File: src/rtl/bcov_pkg.sv
// Shared types, constants and helper functions for the binned coverage accumulator.
// No dependencies; every other rtl file imports this package.
`default_nettype none

package bcov_pkg;

    // Sizing of the coverage store
    localparam int TARGETS         = 16;
    localparam int BINS_PER_TARGET = 4096;
    localparam int COUNT_WIDTH     = 32;

    // Fixed request and result field widths
    localparam int TGT_W      = 4;
    localparam int START_W    = 31;
    localparam int MQ_W       = 8;
    localparam int WORD_W     = 32;
    localparam int OPC_W      = 4;
    localparam int LEN_W      = WORD_W - OPC_W;
    localparam int BINF_W     = 12;
    localparam int SPAN_W     = 32;
    localparam int OUT_W      = 32;
    localparam int BS_W       = 16;
    localparam int CFG_IDX_W  = 1;
    localparam int CFG_DATA_W = 16;

    // Derived widths
    localparam int MEM_DEPTH = TARGETS * BINS_PER_TARGET;
    localparam int ADDR_W    = $clog2(MEM_DEPTH);
    localparam int BIN_W     = $clog2(BINS_PER_TARGET);
    // reference positions below the end of the last bin of a target
    localparam int LIM_W     = BIN_W + BS_W;
    localparam int BND_W     = LIM_W + 1;
    localparam int WIDE_W    = (LIM_W > SPAN_W + 1) ? LIM_W : SPAN_W + 1;
    localparam int SUM_W     = ((COUNT_WIDTH > BS_W) ? COUNT_WIDTH : BS_W) + 1;
    localparam int DCNT_W    = $clog2(BIN_W + 1);

    // Register reset values
    localparam logic [MQ_W-1:0] MIN_QUALITY_RST = MQ_W'(30);
    localparam logic [BS_W-1:0] BIN_SIZE_RST    = BS_W'(50);

    // Configuration register indexes
    localparam logic [CFG_IDX_W-1:0] CFG_MIN_QUALITY = 1'b0;
    localparam logic [CFG_IDX_W-1:0] CFG_BIN_SIZE    = 1'b1;

    // Request and result codes
    localparam logic OPN_ELEMENT  = 1'b0;
    localparam logic OPN_BIN_READ = 1'b1;
    localparam logic KIND_ACK     = 1'b0;
    localparam logic KIND_COUNT   = 1'b1;

    // CIGAR operations that consume reference
    localparam logic [OPC_W-1:0] CIGAR_MATCH = 4'h0;
    localparam logic [OPC_W-1:0] CIGAR_DEL   = 4'h2;

    typedef logic [ADDR_W-1:0]      t_addr;
    typedef logic [COUNT_WIDTH-1:0] t_count;

    localparam t_count CNT_MAX = '1;

    typedef enum logic [2:0] {
        S_CLEAR,
        S_IDLE,
        S_ELEM,
        S_DIV,
        S_RD,
        S_WR,
        S_BRD,
        S_DONE
    } t_state;

    // Write request into the coverage store
    typedef struct packed {
        logic   en;
        t_addr  addr;
        t_count data;
    } t_mem_wr;

    // Bin index and offset within that bin
    typedef struct packed {
        logic [BIN_W-1:0] quo;
        logic [LIM_W-1:0] rem;
    } t_div_res;

    function automatic logic tgt_ok(input logic [TGT_W-1:0] tgt);
        return 32'(tgt) < 32'(TARGETS);
    endfunction

    function automatic logic bin_ok(input logic [BINF_W-1:0] bin);
        return 32'(bin) < 32'(BINS_PER_TARGET);
    endfunction

    function automatic t_addr bin_addr(input logic [TGT_W-1:0] tgt,
                                       input logic [BIN_W-1:0] bin);
        return t_addr'(ADDR_W'(tgt) * ADDR_W'(BINS_PER_TARGET)) + ADDR_W'(bin);
    endfunction

    // Clamp a stored count to the 32-bit result field
    function automatic logic [OUT_W-1:0] sat_out(input t_count c);
        logic [63:0] w;
        w = 64'(c);
        return (w > 64'hFFFF_FFFF) ? {OUT_W{1'b1}} : w[OUT_W-1:0];
    endfunction

endpackage

`default_nettype wire

File: src/rtl/bcov_bin_div.sv
// Restoring divider: reference position / bin size, one quotient bit per cycle.
// Depends on bcov_pkg. Quotient is the bin, remainder the offset inside it.
`default_nettype none

module bcov_bin_div
    import bcov_pkg::*;
(
    input  wire logic             i_clk,
    input  wire logic             i_rst_n,
    input  wire logic             i_start,
    input  wire logic [LIM_W-1:0] i_dividend,
    input  wire logic [BS_W-1:0]  i_divisor,
    output logic                  o_done,
    output t_div_res              o_res
);

    logic              r_busy;
    logic              r_done;
    logic [DCNT_W-1:0] r_cnt;
    logic [LIM_W-1:0]  r_rem;
    logic [LIM_W-1:0]  r_den;
    logic [BIN_W-1:0]  r_quo;
    logic              ge;

    assign ge = (r_rem >= r_den);

    // control
    always_ff @(posedge i_clk) begin
        if (!i_rst_n) begin
            r_busy <= 1'b0;
            r_done <= 1'b0;
            r_cnt  <= '0;
        end else begin
            r_done <= 1'b0;
            if (i_start) begin
                r_busy <= 1'b1;
                r_cnt  <= DCNT_W'(BIN_W);
            end else if (r_busy) begin
                r_cnt <= r_cnt - DCNT_W'(1);
                if (r_cnt == DCNT_W'(1)) begin
                    r_busy <= 1'b0;
                    r_done <= 1'b1;
                end
            end
        end
    end

    // shift-subtract datapath; quotient is known to fit BIN_W bits
    always_ff @(posedge i_clk) begin
        if (i_start) begin
            r_rem <= i_dividend;
            r_den <= LIM_W'(i_divisor) << (BIN_W - 1);
            r_quo <= '0;
        end else if (r_busy) begin
            if (ge) begin
                r_rem <= r_rem - r_den;
            end
            r_quo <= {r_quo[BIN_W-2:0], ge};
            r_den <= r_den >> 1;
        end
    end

    assign o_done    = r_done;
    assign o_res.quo = r_quo;
    assign o_res.rem = r_rem;

endmodule

`default_nettype wire

File: config.mk
export PLATFORM = sky130hd
export DESIGN_NAME = bcov_bin_div
export DESIGN_NICKNAME = d
export VERILOG_FILES = /design/src/rtl/bcov_pkg.sv /design/src/rtl/bcov_bin_div.sv
export SDC_FILE = /design/constraint.sdc
export NUM_CORES = 1
export LEC_CHECK = 0
export BUFFER_PORTS_ARGS = -buffer_cell sky130_fd_sc_hd__clkbuf_2
export CAP_MARGIN = 15
export CORE_MARGIN = 1
export CORE_UTILIZATION = 35
export DETAILED_ROUTE_END_ITERATION = 10
export HOLD_SLACK_MARGIN = 0.12
export PLACE_DENSITY = 0.55
export SLEW_MARGIN = 15
export SYNTH_ARGS = -nofsm -noshare
export SYNTH_HDL_FRONTEND = slang
export SYNTH_SLANG_ARGS = --single-unit
File: constraint.sdc
create_clock -name i_clk -period 9.8 [get_ports i_clk]
set_input_delay 1.96 -clock i_clk [delete_from_list [all_inputs] [get_ports i_clk]]
set_output_delay 1.96 -clock i_clk [all_outputs]
set_load 0.005 [all_outputs]
After elaboration in Yosys (flattened, before gate mapping). Cells that the tools add are included.

Register bits: 73. Latch bits: 0. Memory bits (writable): 0. Memory bits (read-only): 0. Bits of input ports: 47. Output and inout port bits: 41. Memories kept: 0.

$add $sub $neg: 2. $mul: 0. Divide/modulo/power cells: 0. Order comparisons: 1. Eq/ne operators: 1. Shift operators: 0. Mux-type cells: 11. Bitwise gates (word level): 2. Reductions and logical operators: 5.

Operator list (number): 28-bit two-way mux (3); 27-bit two-way mux (2); 28-bit by 27-bit >= comparator with 1-bit output (1); 28-bit by 27-bit subtractor with 28-bit output (1); 4-bit two-way mux (2); 4-bit by 1-bit == test with 1-bit output, second input constant (1); 1-bit two-way mux (4); 2-bit nonzero test (2); 4-bit by 1-bit subtractor with 4-bit output, second input constant (1); 3-bit OR reduction (1); 1-bit inverter (2); 2-bit AND reduction (1); 2-bit OR reduction (1).

Logic depth before layout (Yosys ltp). Gate-level depths: netlist (run 1).

Depth in word-level cells: 4. Mapped depth: 11. Depth with buffers taken out: 11.

Worst setup path before layout (run 1). OpenSTA, ideal clock, no wires.

Path kind: input to register. From: input port i_start. To: register r_rem[0], enable pin. Library setup time: 0.419 ns. Data arrival time: 3.588 ns. Data required time: 9.381 ns. Setup slack: 5.793 ns. Stages on the path: 4. Path buffers: 3. Cells stage by stage: clkbuf_1 -> buf_1 -> clkbuf_1 -> o21bai_1.

Longest elaborated chain between the ends: 2. Elaborated cells between the ends (all ways): 3.

RTL lines: start: declaration (RTL line bcov_bin_div.sv:10) `input wire logic i_start,`; 2-bit nonzero test (no line); 2-bit AND reduction (no line) *; end signal: assignment (RTL line bcov_bin_div.sv:51) `r_rem <= i_dividend;`; end signal: assignment (RTL line bcov_bin_div.sv:56) `r_rem <= r_rem - r_den;`; end: declaration (RTL line bcov_bin_div.sv:20) `logic [LIM_W-1:0] r_rem;`.

Every way passes the cells marked *; elsewhere a longest branch is shown, timed or not. A chain may end at the register's enable or synchronous reset.

Final worst setup path (run 1).
From: input port i_start. To: register r_den[12], enable pin.

Longest elaborated chain between the ends: 1.

RTL lines: 2-bit nonzero test (no line); end signal: assignment (RTL line bcov_bin_div.sv:52) `r_den <= LIM_W'(i_divisor) << (BIN_W - 1);`; end signal: assignment (RTL line bcov_bin_div.sv:59) `r_den <= r_den >> 1;`; end: declaration (RTL line bcov_bin_div.sv:21) `logic [LIM_W-1:0] r_den;`.

No other way between the ends.

==> flow_summary.ini, run 1 <==
[status]
status = complete, no violations

[yosys]
synth-edff-count = 44
yosysWarnings = 0
syn_area_sq_um = 4510
synth_nets = 573
yosys.cell_types.count = 52
syn_inst = 496
synth-main-ff-cell = edfxtp_1
async_flop_share_pct = 0
avgSynthCellArea_sq_um = 9.10
synth_seq_cells = 73
yosysSeqAreaShare_pct = 42.1

[grt]
antenna_found_initial = 0
grt.overflow.total = 0
grt.total_usage_pct = 17.0
grt_pass1_vias = 3617
grt_pass1_wl_microns = 17600
grt_max_degree = 59

[drt]
initialDrtViolationCount = 145
dr.pass1.iters = 4
vias = 3738
wl_met3_microns = 414
antenna_left = 0
avgRoutedWirePerCell_microns = 14.9
highest_layer = met4
via_per_inst = 5.01
drt_wl_total_microns = 11100
drc_errors = 0
wl_met2_microns = 4960
wl_met1_microns = 5590

[setup_path]
worst_path_dominant_cell_family = buffers and inverters
r2r_start = r_den[14]
reg2reg_slack_ns = 6.39
r2r_cells = 9
path_class = primary input to flop
path_cells = buf_4 > buf_4 > or2_2
crit_buf_inv = 2
worstPathArrival_ns = 3.44
crit_path_end_kind = flop
start_kind = primary input
r2r_end = r_rem[25]
worstPathRequired_ns = 9.80
cp_slowest_stage_delay_ns = 0.55
critPathMaxFanout = 58
cp_slowest_cell = buf_4
cpMostUsedCell = buf_4

[die]
io-pin-count = 88
row_count = 41
start_util_pct = 35.8
core_sq_um = 12600
die_x_microns = 116
fp.dieArea_sq_um = 13400
die_height_microns = 116

[power]
power.density_nw_per_um2 = 247
combPwrFrac_pct = 43.3
leakagePower_nw = 2.25
power.share.clock_pct = 24.5
ir_drop_uv = 104
swShare_pct = 38.3
total_power_w = 0.00133
switchingPower_w = 0.000508
pwr-share-seq_pct = 32.2
p_int_w = 0.000819

[finish]
finalNonFillerCells = 746
final_cell_mix = clkbuf_2 (86), nand2_1 (58), edfxtp_1 (44)
drive_gt1_share_pct = 20.2
nets = 646
fill_cells = 1296
n_antenna_cell = 0
layout_commonest_cell = clkbuf_2
syn_to_final_growth_pct = 18.9
fin_area_sq_um = 5370

[place]
post-place-ws_ns = 5.98
placed_cells = 730
io_buffers = 87
hpwl_microns = 8350
place_congestion = 0.886
placed_area_sq_um = 5070

[sta]
setup_violations = 0
setup_tns_ns = 0
final-hold-violation-count = 0
slew_headroom_pct = 54.4
drv_slew = 0
post-route-period-util_pct = 35.1
setup_ws_ns = 6.36
period_minus_slack_ns = 3.44
worstMarginPinSlew_ns = 0.683
rsz0062_at_grt = false
fin_skew_ns = 0.00796
max_freq_mhz = 291

[min_path]
worstHoldPathType = flop to flop
whs_endpoint = r_den[0]
min_path_cells = 2
hp-start = r_den[0]

[clocking]
cts_tree = built
cts_root_buffer = clkbuf_16
clock_path_buffers = 2
hold_buffers = 0
path_clk_slew_ns = 0.06
cts_resized = 0
clock_sinks = 73
htree_levels = 3
cts_buffers = 9
worstSkewPairLatency_ns = 0.34
postCtsSetupBuffers = 0

[job]
maxCapViolCount = 0
stage by stage:
stage	util, %	hold slack, ns
floorplan	-	0.465
global placement	40.2	0.484
detailed placement	40.2	0.495
CTS	42.5	0.506
global route	42.5	0.530
finish	42.5	0.511
state kept, by name (all words and copies together) (netlist names):
name	cells
r_rem	28
r_den	27
r_quo	12
r_cnt	4
o_done	1
r_busy	1
worst min-delay path, delay by kind of cell, from the launching register on:
family | cells | cell delay [ns]
flip-flops | 1 | 0.34
multiplexers | 1 | 0.07
AND/OR/NAND/NOR | 1 | 0.07
worst max-delay path by stage:
stage / startpoint / endpoint / slack [ns] / cells past startpoint
2_1_floorplan: i_start / r_rem[0] / 5.79 / 4
3_3_place_gp: i_start / r_den[12] / 6.05 / 3
6_report: i_start / r_den[12] / 6.36 / 3
4_1_cts: i_start / r_den[22] / 6.33 / 3
5_1_grt: r_den[14] / r_rem[14] / 6.18 / 9
3_5_place_dp: i_start / r_den[13] / 5.98 / 3
synthesized netlist by cell type, types with 10 or more instances:
library cell	count	area share [%]
inv_1	38	3.2
o21ai_0	37	4.1
dfxtp_1	29	13
nand2_1	58	4.8
ha_1	29	8.0
nor2_1	40	3.3
mux2i_1	23	5.1
o31ai_1	11	1.8
xnor2_1	16	3.1
clkbuf_1	15	1.2
edfxtp_1	44	29
a21oi_1	35	3.9
o21ai_1	10	1.1
cells by family (layout without fill, tap and decap cells):
kind of cell,after synthesis,count (layout),synth area share [%]
AOI/OAI and AO/OA,142,142,20.0
xor gates and xnor gates,24,24,4.66
adders and majority gates,30,30,8.48
buffers and inverters,66,144,5.82
DFF,73,73,42.1
muxes,25,25,5.60
and+or+nand+nor,136,136,13.3
layout make-up:
class,count,area (sq um),share of cell area [%]
clock inverter,4,25.0,0.466
inverter,38,143,2.66
sequential,73,1900,35.4
timing repair buffer,90,460,8.58
tap,172,215,4.01
multi-input combinational,357,2350,43.8
clock buffer,12,268,4.99
power groups by stage:
stage	Clock (W)	Sequential (W)	Combinational, W
after floorplan	0	0.000428	0.000417
after global placement	0	0.000434	0.000566
after detailed placement	0	0.000434	0.000571
after CTS	0.000331	0.000428	0.000574
after global routing	0.000344	0.000434	0.000642
final	0.000325	0.000427	0.000575
per-layer routing:
| layer | global-route usage, % | up-vias |
|---|---|---|
| met5 | 0 | - |
| met4 | 6.23 | 0 |
| met3 | 2.62 | 10 |
| met2 | 26.5 | 80 |
| met1 | 24.0 | 1727 |
| li1 | - | 1921 |
Note: power is estimated with default switching activity, not from simulation.
==> run 2, diff against run 1 <==
--- a/config.mk
+++ b/config.mk
@@ -11,7 +11,7 @@
 export CORE_UTILIZATION = 35
 export DETAILED_ROUTE_END_ITERATION = 10
 export HOLD_SLACK_MARGIN = 0.12
-export PLACE_DENSITY = 0.55
+export PLACE_DENSITY = 0.57
 export SLEW_MARGIN = 15
 export SYNTH_ARGS = -nofsm -noshare
 export SYNTH_HDL_FRONTEND = slang
==> constraint.sdc (replaced) <==
create_clock -name i_clk -period 2.9 [get_ports i_clk]
set_input_delay 0.58 -clock i_clk [delete_from_list [all_inputs] [get_ports i_clk]]
set_output_delay 0.58 -clock i_clk [all_outputs]
set_load 0.005 [all_outputs]
==> run 2 against run 1 <==
  * Total power increased to 3.6 times the previous value
  * Sequential share of layout area fell by 1.7 points
  * Sequential cell count did not move
  * Critical path type is now flop to flop
  * Final cell count increased by 3.4%
==> flow_summary.ini, run 2 (synthesis gave the netlist of run 1 again) <==
[drt]
vias = 3917
initialDrtViolationCount = 252
drc_errors = 0
avgRoutedWirePerCell_microns = 14.9
antenna_left = 0
dr.pass1.iters = 5
drt_wl_total_microns = 11500
via_per_inst = 5.08

[power]
p_int_w = 0.00301
combPwrFrac_pct = 45.4
swShare_pct = 37.6
total_power_w = 0.00483
power.density_nw_per_um2 = 858
leakagePower_nw = 2.38
ir_drop_uv = 314
power.share.clock_pct = 24.8
switchingPower_w = 0.00182
pwr-share-seq_pct = 29.7

[job]
maxCapViolCount = 0

[setup_path]
cp_slowest_cell = fa_1
worstPathRequired_ns = 2.98
cp_slowest_stage_delay_ns = 0.43
crit_path_end_kind = flop
critPathMaxFanout = 3
start_kind = flop
path_class = flop to flop
worstPathArrival_ns = 2.80
path_cells = inv_1 > ha_1 > inv_1 > fa_1 > a211oi_1 > o21ai_1 > buf_4 > a31oi_4 > nor3_1 > or3_1 > nand2_1 > o21ai_1

[clocking]
path_clk_slew_ns = 0.06
worstSkewPairLatency_ns = 0.35
htree_levels = 3
hold_buffers = 0
clock_sinks = 73
cts_root_buffer = clkbuf_16
clock_path_buffers = 2
postCtsSetupBuffers = 0
cts_buffers = 9
cts_tree = built

[finish]
layout_commonest_cell = clkbuf_2
nets = 671
post-route-util_pct = 44.7
largest_reg_flops = 28
fill_cells = 1277
largest-register = r_rem
final_cell_mix = clkbuf_2 (86), nand2_1 (58), edfxtp_1 (44)
drive_gt1_share_pct = 24.2
largestRegisters = r_rem: 28 flops, r_den: 27 flops, r_quo: 12 flops
finalNonFillerCells = 771
n_antenna_cell = 0
fin_area_sq_um = 5640
syn_to_final_growth_pct = 24.9

[sta]
slew_headroom_pct = 52.0
setup_violations = 0
fin_skew_ns = 0.00560
post-route-period-util_pct = 93.8
final-hold-violation-count = 0
max_freq_mhz = 367
rsz0062_at_grt = false
period_minus_slack_ns = 2.72
finalHoldWorstSlack_ns = 0.490
drv_slew = 0
worstMarginPinSlew_ns = 0.720

[die]
row_count = 41
io-pin-count = 88
start_util_pct = 35.8
die_x_microns = 116
fp.dieArea_sq_um = 13400
die_height_microns = 116
core_sq_um = 12600

[grt]
grt.total_usage_pct = 18.1
grt_max_degree = 75
grt.overflow.total = 0
antenna_found_initial = 0
grt_pass1_vias = 3774
grt_pass1_wl_microns = 18500

[place]
placed_cells = 754
io_buffers = 87
place_congestion = 0.906
hpwl_microns = 8560
placed_area_sq_um = 5260

[min_path]
worstHoldPathType = primary input to flop

[status]
status = complete, no violations
run 2: worst max-delay path, delay by kind of cell (launching register included):
kind | cells | cell delay, ns
AOI/OAI and AO/OA | 4 | 0.65
adders and majority gates | 2 | 0.60
and+or+nand+nor | 3 | 0.48
DFF | 1 | 0.41
buffers and inverters | 3 | 0.32
run 2: stage by stage:
step	setup slack [ns]	TNS, ns
after floorplan	0.265	0
after global placement	0.0345	0
after detailed placement	-0.0451	-1.22
after CTS	0.0682	0
after global routing	0.0278	0
final	0.179	0
run 2: area by class of cell:
| type | count | area (sq um) | area share, % |
|---|---|---|---|
| inverters | 38 | 143 | 2.53 |
| well taps | 172 | 215 | 3.82 |
| repair buffers | 114 | 641 | 11.4 |
| clock buffers | 13 | 304 | 5.39 |
| multi-input cells | 358 | 2410 | 42.7 |
| flip-flops and latches | 73 | 1900 | 33.7 |
| clock inverters | 3 | 23.8 | 0.422 |
run 2: what timing repair did:
action	4_1_cts	5_1_grt
hold endpoints to repair	0	0
endpoints found under the setup margin	28	2
pin swaps	0	0
resized for setup	2	4
gates cloned	1	0
run 2: power by group through the flow:
| stage | combinational [W] | clock (W) | sequential [W] |
|---|---|---|---|
| finish | 0.00220 | 0.00120 | 0.00144 |
| global route | 0.00245 | 0.00128 | 0.00146 |
| CTS | 0.00217 | 0.00123 | 0.00144 |
| detailed placement | 0.00214 | 0 | 0.00146 |
| global placement | 0.00212 | 0 | 0.00145 |
| floorplan | 0.00141 | 0 | 0.00144 |
run 2: worst paths after layout:
| path | start | end | slack [ns] | cells after the start |
|---|---|---|---|---|
| max | r_rem[0] | r_rem[12] | 0.18 | 12 |
| min reg2reg | r_den[0] | r_den[0] | 0.50 | 2 |
| min | i_rst_n | r_cnt[3] | 0.49 | 2 |
| max reg2reg | r_rem[0] | r_rem[12] | 0.18 | 12 |
run 2: layer usage:
| layer | GRT usage, % | wire length (microns) | vias to the layer above |
|---|---|---|---|
| li1 | - | - | 1979 |
| met1 | 24.2 | 5520 | 1812 |
| met2 | 27.7 | 5040 | 113 |
| met3 | 6.12 | 738 | 13 |
| met4 | 5.71 | 163 | 0 |
| met5 | 0 | 0 | - |
==> run 3, diff against run 2 <==
--- a/config.mk
+++ b/config.mk
@@ -11,7 +11,7 @@
 export CORE_UTILIZATION = 35
 export DETAILED_ROUTE_END_ITERATION = 10
 export HOLD_SLACK_MARGIN = 0.12
-export PLACE_DENSITY = 0.57
+export PLACE_DENSITY = 0.55
 export SLEW_MARGIN = 15
 export SYNTH_ARGS = -nofsm -noshare
 export SYNTH_HDL_FRONTEND = slang
==> constraint.sdc (replaced) <==
create_clock -name i_clk -period 2.95 [get_ports i_clk]
set_input_delay 0.59 -clock i_clk [delete_from_list [all_inputs] [get_ports i_clk]]
set_output_delay 0.59 -clock i_clk [all_outputs]
set_load 0.005 [all_outputs]
==> run 3 against run 2 <==
  * Final cell count fell by 2.6%
  * Total power decreased by 7.2%
  * Combinational power shrank 12%
  * Worst hold slack better by 0.0059 ns
  * Largest cell class unchanged
  * Global-route usage fell by 1.3 points
  * Final area decreased by 3.6%
  * Via count decreased by 3.6%
  * Core utilization fell by 1.6 points
  * Die area unchanged
  * Worst setup slack improved by 0.0045 ns
==> flow_summary.ini, run 3 (synthesis gave the netlist of run 1 again) <==
[drt]
via_per_inst = 5.03
antenna_left = 0
dr.pass1.iters = 4
avgRoutedWirePerCell_microns = 14.6
vias = 3775
drc_errors = 0
initialDrtViolationCount = 166
drt_wl_total_microns = 10900

[grt]
grt_max_degree = 54
grt_pass1_vias = 3619
grt.overflow.total = 0
grt.total_usage_pct = 16.8
grt_pass1_wl_microns = 17500
antenna_found_initial = 0

[sta]
fin_skew_ns = 0.00765
final-hold-violation-count = 0
period_minus_slack_ns = 2.77
rsz0062_at_grt = false
slew_headroom_pct = 64.1
finalHoldWorstSlack_ns = 0.495
worstMarginPinSlew_ns = 0.538
setup_tns_ns = 0
post-route-period-util_pct = 93.8
drv_slew = 0
setup_violations = 0
max_freq_mhz = 361

[setup_path]
path_cells = ha_1 > nand2_1 > a2111oi_2 > o21ai_1 > a31oi_2 > a21oi_2 > o21bai_2 > buf_4
crit_path_start = r_rem[15]
crit_path_end_kind = flop
worstPathRequired_ns = 2.93
worstPathArrival_ns = 2.75
cp_slowest_stage_delay_ns = 0.42
start_kind = flop
path_class = flop to flop
worst_path_dominant_cell_family = compound AO/OA/AOI/OAI gates
r2r_start = r_rem[15]
critPathMaxFanout = 28
cp_slowest_cell = ha_1
crit_buf_inv = 1

[power]
switchingPower_w = 0.00169
power.density_nw_per_um2 = 826
combPwrFrac_pct = 43.2
total_power_w = 0.00449
power.share.clock_pct = 25.3
ir_drop_uv = 265
p_int_w = 0.00279
pwr-share-seq_pct = 31.4
leakagePower_nw = 2.28
swShare_pct = 37.7

[place]
io_buffers = 87
place_congestion = 0.864
hpwl_microns = 8240

[die]
io-pin-count = 88
row_count = 41
die_height_microns = 116
fp.dieArea_sq_um = 13400
die_x_microns = 116
start_util_pct = 35.8
core_sq_um = 12600

[finish]
nets = 651
n_antenna_cell = 0
drive_gt1_share_pct = 21.2
layout_commonest_cell = clkbuf_2
largestRegisters = r_rem: 28 flops, r_den: 27 flops, r_quo: 12 flops
largest-register = r_rem
final_cell_mix = clkbuf_2 (86), nand2_1 (58), edfxtp_1 (44)
syn_to_final_growth_pct = 20.3
largest_reg_flops = 28

[clocking]
cts_buffers = 9
worstSkewPairLatency_ns = 0.33
htree_levels = 3
postCtsSetupBuffers = 0
cts_tree = built
cts_root_buffer = clkbuf_16
clock_path_buffers = 2
clock_sinks = 73
path_clk_slew_ns = 0.06

[min_path]
worstHoldPathType = flop to flop
hp-start = r_quo[11]

[job]
maxCapViolCount = 0

[status]
status = complete, no violations
## run 3: tightest hold or removal path, delay by kind of cell (launching register included)
kind / cells / cell delay [ns]
AND/OR/NAND/NOR: 1 / 0.07
multiplexers: 1 / 0.07
flip-flops: 1 / 0.32
## run 3: layout make-up
type / instances / area [sq um]
clock inverters: 4 / 28.8
well taps: 172 / 215
clock buffers: 12 / 289
flip-flops and latches: 73 / 1900
repair buffers: 95 / 498
inverters: 38 / 143
fillers: 1309 / 7190
multi-input cells: 357 / 2360
## run 3: final timing paths
path | cells past startpoint | slack [ns] | to
setup / recovery | 8 | 0.18 | r_rem[21]
hold / removal | 2 | 0.50 | r_quo[11]
setup reg to reg | 8 | 0.18 | r_rem[21]
hold reg to reg | 2 | 0.50 | r_quo[11]
## run 3: power groups by stage
stage | Clock (W) | Combinational, W | Sequential, W
final | 0.00114 | 0.00194 | 0.00141
after global routing | 0.00120 | 0.00217 | 0.00143
after CTS | 0.00116 | 0.00193 | 0.00141
after detailed placement | 0 | 0.00192 | 0.00143
after global placement | 0 | 0.00193 | 0.00142
after floorplan | 0 | 0.00139 | 0.00142
## run 3: what timing repair did
action	in CTS	in global routing
setup endpoints to repair	0	28
endpoints found under the hold margin	0	0
hold buffers	0	0
gates resized for setup	0	1
## run 3: per-layer routing
layer / part of all wire, % / track usage [%] / wire length, microns / vias to the layer above
met4: 1.7 / 6.15 / 189 / 0
li1: - / - / - / 1928
met2: 44 / 26.0 / 4860 / 75
met3: 3.9 / 3.56 / 428 / 12
met5: 0 / 0 / 0 / -
met1: 50 / 23.2 / 5470 / 1760
## run 3: stage by stage
stage	instances	setup WS (ns)	util (%)	instance area [sq um]
global route	751	0.000996	43.0	5430
global placement	735	0.248	40.5	5110
detailed placement	735	0.143	40.5	5110
floorplan	496	0.0367	-	4520
CTS	751	0.114	43.0	5430
finish	751	0.183	43.0	5430
